$ cat config.mk
export PLATFORM = sky130hd
export DESIGN_NAME = mqm_queue
export DESIGN_NICKNAME = d
export VERILOG_FILES = /design/src/sv/mqm_pkg.sv /design/src/sv/mqm_queue.sv
export SDC_FILE = /design/constraint.sdc
export NUM_CORES = 1
export LEC_CHECK = 0
export BUFFER_PORTS_ARGS = -buffer_cell sky130_fd_sc_hd__buf_2
export CAP_MARGIN = 15
export CORE_UTILIZATION = 40
export DETAILED_ROUTE_END_ITERATION = 12
export PLACE_DENSITY = 0.61
export SYNTH_ARGS = -nofsm -noshare
export SYNTH_HDL_FRONTEND = slang
export SYNTH_SLANG_ARGS = --single-unit
$ cat constraint.sdc
create_clock -name clk -period 1.72 [get_ports clk]
set_input_delay 0.43 -clock clk [delete_from_list [all_inputs] [get_ports clk]]
set_output_delay 0.43 -clock clk [all_outputs]
set_load 0.1 [all_outputs]
$ cat src/sv/mqm_pkg.sv
// shared constants, types and state codes for the mean iq magnitude block
package mqm_pkg;

  // samples counted per block at most
  localparam int MAX_SAMPLES = 4096;

  localparam int IQ_W = 8;
  localparam int POW_W = 16;
  localparam int MAG_W = 16;
  localparam int RAD_W = 2 * POW_W;
  localparam int CNT_W = $clog2(MAX_SAMPLES + 1);
  localparam int SUM_W = CNT_W + MAG_W;
  localparam int ROOT_STEPS = MAG_W;
  localparam int STEP_W = $clog2(SUM_W);

  // power of two so the pointers wrap on their own
  localparam int QUEUE_DEPTH = 4;
  localparam int QPTR_W = $clog2(QUEUE_DEPTH);

  localparam logic [CNT_W-1:0] MAX_COUNT = CNT_W'(MAX_SAMPLES);

  // one classified sample as it waits between front and back
  typedef struct packed {
    logic [POW_W-1:0] power;
    logic             counted;
    logic             last;
  } sample_t;

  // queue write side and queue head
  typedef struct packed {
    logic    valid;
    sample_t data;
  } q_port_t;

  typedef enum logic [1:0] {
    B_IDLE,
    B_ROOT,
    B_DIV,
    B_OUT
  } back_state_t;

endpackage

$ cat src/sv/mqm_queue.sv
// short fifo between front and back
module mqm_queue import mqm_pkg::*; (
  input  logic    clk,
  input  logic    rst,
  input  q_port_t push,
  output logic    full,
  input  logic    pop,
  output q_port_t head
);

  sample_t            slots [QUEUE_DEPTH];
  logic [QPTR_W-1:0]  wr_ptr;
  logic [QPTR_W-1:0]  rd_ptr;
  logic [QPTR_W:0]    fill;

  // pointers and fill level
  always_ff @(posedge clk) begin
    if (rst) begin
      wr_ptr <= '0;
      rd_ptr <= '0;
      fill   <= '0;
    end else begin
      if (push.valid) begin
        wr_ptr <= wr_ptr + 1'b1;
      end
      if (pop) begin
        rd_ptr <= rd_ptr + 1'b1;
      end
      fill <= fill + (QPTR_W + 1)'(push.valid) - (QPTR_W + 1)'(pop);
    end
  end

  // entry storage
  always_ff @(posedge clk) begin
    if (push.valid) begin
      slots[wr_ptr] <= push.data;
    end
  end

  assign full = fill == (QPTR_W + 1)'(QUEUE_DEPTH);
  assign head.valid = fill != '0;
  assign head.data = slots[rd_ptr];

  a_fill_bound: assert property (@(posedge clk) disable iff (rst)
    fill <= (QPTR_W + 1)'(QUEUE_DEPTH))
    else $error("queue fill above depth");

  a_no_overrun: assert property (@(posedge clk) disable iff (rst)
    push.valid |-> !full)
    else $error("write into full queue");

endmodule

==> report_table.html <==
<table>
<tr><th>Metric</th><th>Value</th></tr>
<tr><th colspan="2">Drt</th></tr>
<tr><td>DR top layer</td><td>met4</td></tr>
<tr><td>Drt via density</td><td>4.75</td></tr>
<tr><td>Wl on met1</td><td>2030 um</td></tr>
<tr><td>Routed wire length on met3</td><td>162 um</td></tr>
<tr><td>Detailed Route Iter0 Violations</td><td>62</td></tr>
<tr><td>Detail-routed net length per standard cell</td><td>16.3 um</td></tr>
<tr><td>DR WL met2</td><td>2660 um</td></tr>
<tr><td>Total wire length after detailed routing</td><td>4910 um</td></tr>
<tr><td>DRC errors left</td><td>0</td></tr>
<tr><td>Vias</td><td>1429</td></tr>
<tr><td>First-pass iteration count of the detailed router</td><td>4</td></tr>
<tr><td>Final antenna-violating net count</td><td>0</td></tr>
<tr><th colspan="2">Placed design</th></tr>
<tr><td>IO buf count</td><td>41</td></tr>
<tr><td>HPWL Detailed</td><td>3340 um</td></tr>
<tr><td>Post-detailed-placement cell area</td><td>3660 um^2</td></tr>
<tr><td>Placement-stage worst setup slack</td><td>-0.0799 ns</td></tr>
<tr><td>Gpl congestion</td><td>0.733</td></tr>
<tr><th colspan="2">Synth</th></tr>
<tr><td>Synthesized area</td><td>3080 um^2</td></tr>
<tr><td>Number of cells produced by synthesis</td><td>136</td></tr>
<tr><td>Combinational family with the most area after synthesis</td><td>multiplexers</td></tr>
<tr><td>Adder-cell share of the synthesized area</td><td>3.09%</td></tr>
<tr><td>Synth Warn #</td><td>0</td></tr>
<tr><td>Share of the yosys chip area belonging to registers</td><td>76.1%</td></tr>
<tr><td>Mean instance size in the synthesized netlist</td><td>22.6 um^2</td></tr>
<tr><td>Post-synth net total</td><td>165</td></tr>
<tr><td>Multiplexer fraction of the synthesized cell area</td><td>14.5%</td></tr>
<tr><td>Share of the synthesized area in the top cell type</td><td>70.2%</td></tr>
<tr><td>Register bit total from synthesis</td><td>81</td></tr>
<tr><td>Cell variety after synth</td><td>21</td></tr>
<tr><td>Yosys top cell by area</td><td>edfxtp_1</td></tr>
<tr><td>Parity-gate share of the synthesized area counting xor and xnor cells</td><td>1.34%</td></tr>
<tr><td>Synthesized-area fraction occupied by ao, oa, aoi and oai cells</td><td>0.488%</td></tr>
<tr><td>Basic-gate share of the synthesized area counting and, or, nand and nor cells</td><td>2.48%</td></tr>
<tr><td>Leading cell types by total area after synthesis</td><td>edfxtp_1, mux4_2, mux4_1</td></tr>
<tr><th colspan="2">Timing</th></tr>
<tr><td>Slew at the pin closest to its max-slew limit</td><td>0.215 ns</td></tr>
<tr><td>Count of endpoints failing setup in the final report</td><td>18</td></tr>
<tr><td>Unrepaired setup endpoints after global routing</td><td>yes</td></tr>
<tr><td>Share of the clock period used by the worst path after layout</td><td>118%</td></tr>
<tr><td>Max Freq</td><td>493 MHz</td></tr>
<tr><td>Smallest hold slack</td><td>0.311 ns</td></tr>
<tr><td>Worst slew margin relative to its limit</td><td>85.6%</td></tr>
<tr><td>Count of pins over their slew limit</td><td>0</td></tr>
<tr><td>Post-route clock skew</td><td>0.00798 ns</td></tr>
<tr><td>Min Clock Period, post-route</td><td>2.03 ns</td></tr>
<tr><td>Setup TNS after final layout</td><td>-4.99 ns</td></tr>
<tr><td>Final critical-path setup slack</td><td>-0.309 ns</td></tr>
<tr><td>Final Hold Fails</td><td>0</td></tr>
<tr><th colspan="2">Clock tree</th></tr>
<tr><td>Total number of clock tree sinks</td><td>81</td></tr>
<tr><td>Number of buffers added for setup after CTS</td><td>0</td></tr>
<tr><td>CTS clock-pin slew for the worst setup and hold paths</td><td>0.08 ns</td></tr>
<tr><td>Htree depth</td><td>3</td></tr>
<tr><td>Cell at the root of the clock tree</td><td>clkbuf_8</td></tr>
<tr><td>Clock latency at the later pin of the worst-skew pair</td><td>0.33 ns</td></tr>
<tr><td>Clock tree from TritonCTS</td><td>built</td></tr>
<tr><td>Number of buffers on the longest clock path</td><td>2</td></tr>
<tr><td>Number of CTS-inserted buffers</td><td>9</td></tr>
<tr><th colspan="2">Worst setup path</th></tr>
<tr><td>Critical Path Fanout Max</td><td>9</td></tr>
<tr><td>Kind of capture point of the worst setup path</td><td>output pin</td></tr>
<tr><td>Data required time of the critical path</td><td>1.29 ns</td></tr>
<tr><td>Worst endpoint data arrival time</td><td>1.60 ns</td></tr>
<tr><td>Class of the most critical setup path</td><td>flip-flop to output pin</td></tr>
<tr><td>Startpoint kind of the worst setup timing path</td><td>flip-flop</td></tr>
<tr><th colspan="2">Global route</th></tr>
<tr><td>Wire length of the first global-routing pass</td><td>7850 um</td></tr>
<tr><td>Pin count of the biggest net entering global routing</td><td>19</td></tr>
<tr><td>Number of antenna violations at the first check in global routing</td><td>0</td></tr>
<tr><td>Via count of the first global-routing pass</td><td>1581</td></tr>
<tr><td>Remaining Overflow, GRT</td><td>0</td></tr>
<tr><td>Total global routing track utilization</td><td>13.2%</td></tr>
<tr><th colspan="2">Status</th></tr>
<tr><td>Violated checks</td><td>negative setup slack</td></tr>
<tr><td>Result of the run</td><td>complete, but fails checks</td></tr>
<tr><th colspan="2">Pwr</th></tr>
<tr><td>Total power density per cell area</td><td>1260 nW/um^2</td></tr>
<tr><td>Peak VDD IR</td><td>0.000582 V</td></tr>
<tr><td>Leak Pwr</td><td>1.41 nW</td></tr>
<tr><td>Total design power</td><td>5.02 mW</td></tr>
<tr><th colspan="2">Floorplan</th></tr>
<tr><td>Die extent in x</td><td>89.7 um</td></tr>
<tr><td>Site row count</td><td>31</td></tr>
<tr><td>Die Outline Area</td><td>8050 um^2</td></tr>
<tr><td>Overall die height</td><td>89.7 um</td></tr>
<tr><td>Count of boundary I/O pins</td><td>42</td></tr>
<tr><td>Floorplan core area</td><td>7330 um^2</td></tr>
<tr><td>Initial standard-cell utilization of the core</td><td>42.0%</td></tr>
<tr><th colspan="2">Finish</th></tr>
<tr><td>Final Cell Area</td><td>3970 um^2</td></tr>
<tr><td>Number of nets in the finished design</td><td>226</td></tr>
<tr><td>Filler cell count</td><td>548</td></tr>
<tr><td>Most common cell after layout, fill and taps aside</td><td>edfxtp_1</td></tr>
<tr><td>Area growth syn-to-layout</td><td>28.9%</td></tr>
<tr><td>Share of final-layout standard cells stronger than drive strength 1</td><td>45.0%</td></tr>
<tr><td>Antenna diode count</td><td>0</td></tr>
<tr><td>Highest-count cells in the layout ignoring fill and taps</td><td>edfxtp_1, buf_2, buf_12</td></tr>
<tr><th colspan="2">Run</th></tr>
<tr><td>Max Cap Viol</td><td>0</td></tr>
<tr><th colspan="2">Hold path</th></tr>
<tr><td>Class of the most critical hold timing path</td><td>input port to flip-flop</td></tr>
</table>
-- kinds of logic after synthesis --
kind of cell | after synthesis
buffers and inverters | 10
XOR/XNOR | 3
adder cells (fa/ha/maj) | 7
flip-flops | 81
AO/OA/AOI/OAI | 2
multiplexers | 19
AND/OR/NAND/NOR | 14
-- worst max-delay path, cell delays in order (launching register included) --
cell and delay, ns:
dfxtp_4 0.38, buf_12 0.15, mux4_2 0.55, buf_12 0.19
-- synthesized netlist by cell type --
library cell,number
mux4_1,8
and3_1,1
buf_6,1
edfxtp_1,72
xor3_1,1
or3_1,1
buf_2,2
nand3b_1,1
nor2_1,5
ha_1,6
nor2b_1,2
a21oi_1,1
a21bo_2,1
and2_1,4
buf_12,1
mux4_2,10
fa_1,1
xnor2_1,2
dfxtp_1,9
mux2i_1,1
inv_1,6
-- power by group --
group	switching, mW	internal (mW)	leakage (nW)
sequential	0.0469	2.26	0.736
combinational	0.848	0.540	0.576
clock	0.648	0.676	0.0929
-- stage by stage --
step	std cells	utilization (%)
finish	301	54.1
global route	301	54.1
CTS	301	53.8
detailed placement	285	49.9
global placement	285	49.9
floorplan	136	-
-- registers in the layout (all words and copies together) (netlist names), named ones only --
| register | count |
|---|---|
| slots | 72 |
| rd_ptr | 2 |
| wr_ptr | 2 |
| fill | 3 |
-- metal layers --
layer	GRT usage, %	up-vias
met3	3.30	5
met2	22.4	28
met1	15.7	732
met5	0	-
met4	6.56	0
li1	-	664
-- final timing paths --
check | from | end | slack [ns] | depth (start not counted)
worst max-delay path | flip-flop | head[12] | -0.31 | 3
worst min-delay path | push[16] | slots[3][16] | 0.31 | 1
worst max register to register | fill[0] | fill[1] | 0.12 | 6
worst min register to register | rd_ptr[0] | rd_ptr[1] | 0.54 | 2
-- cell type report --
| type | instances | area [um^2] | share of cell area, % |
|---|---|---|---|
| Clock buffer | 10 | 128 | 3.22 |
| Clock inverter | 6 | 67.6 | 1.70 |
| Inverter | 6 | 22.5 | 0.567 |
| Sequential cell | 81 | 2350 | 59.1 |
| Multi-Input combinational cell | 45 | 651 | 16.4 |
| Timing Repair Buffer | 54 | 631 | 15.9 |
| Tap cell | 99 | 124 | 3.12 |
-- repair_timing --
item,4_1_cts,5_1_grt
resized for setup,38,10
endpoints found under the setup margin,19,20
endpoints found under the hold margin,0,0
hold buffers,0,0
Note: power is estimated with default switching activity, not from simulation.
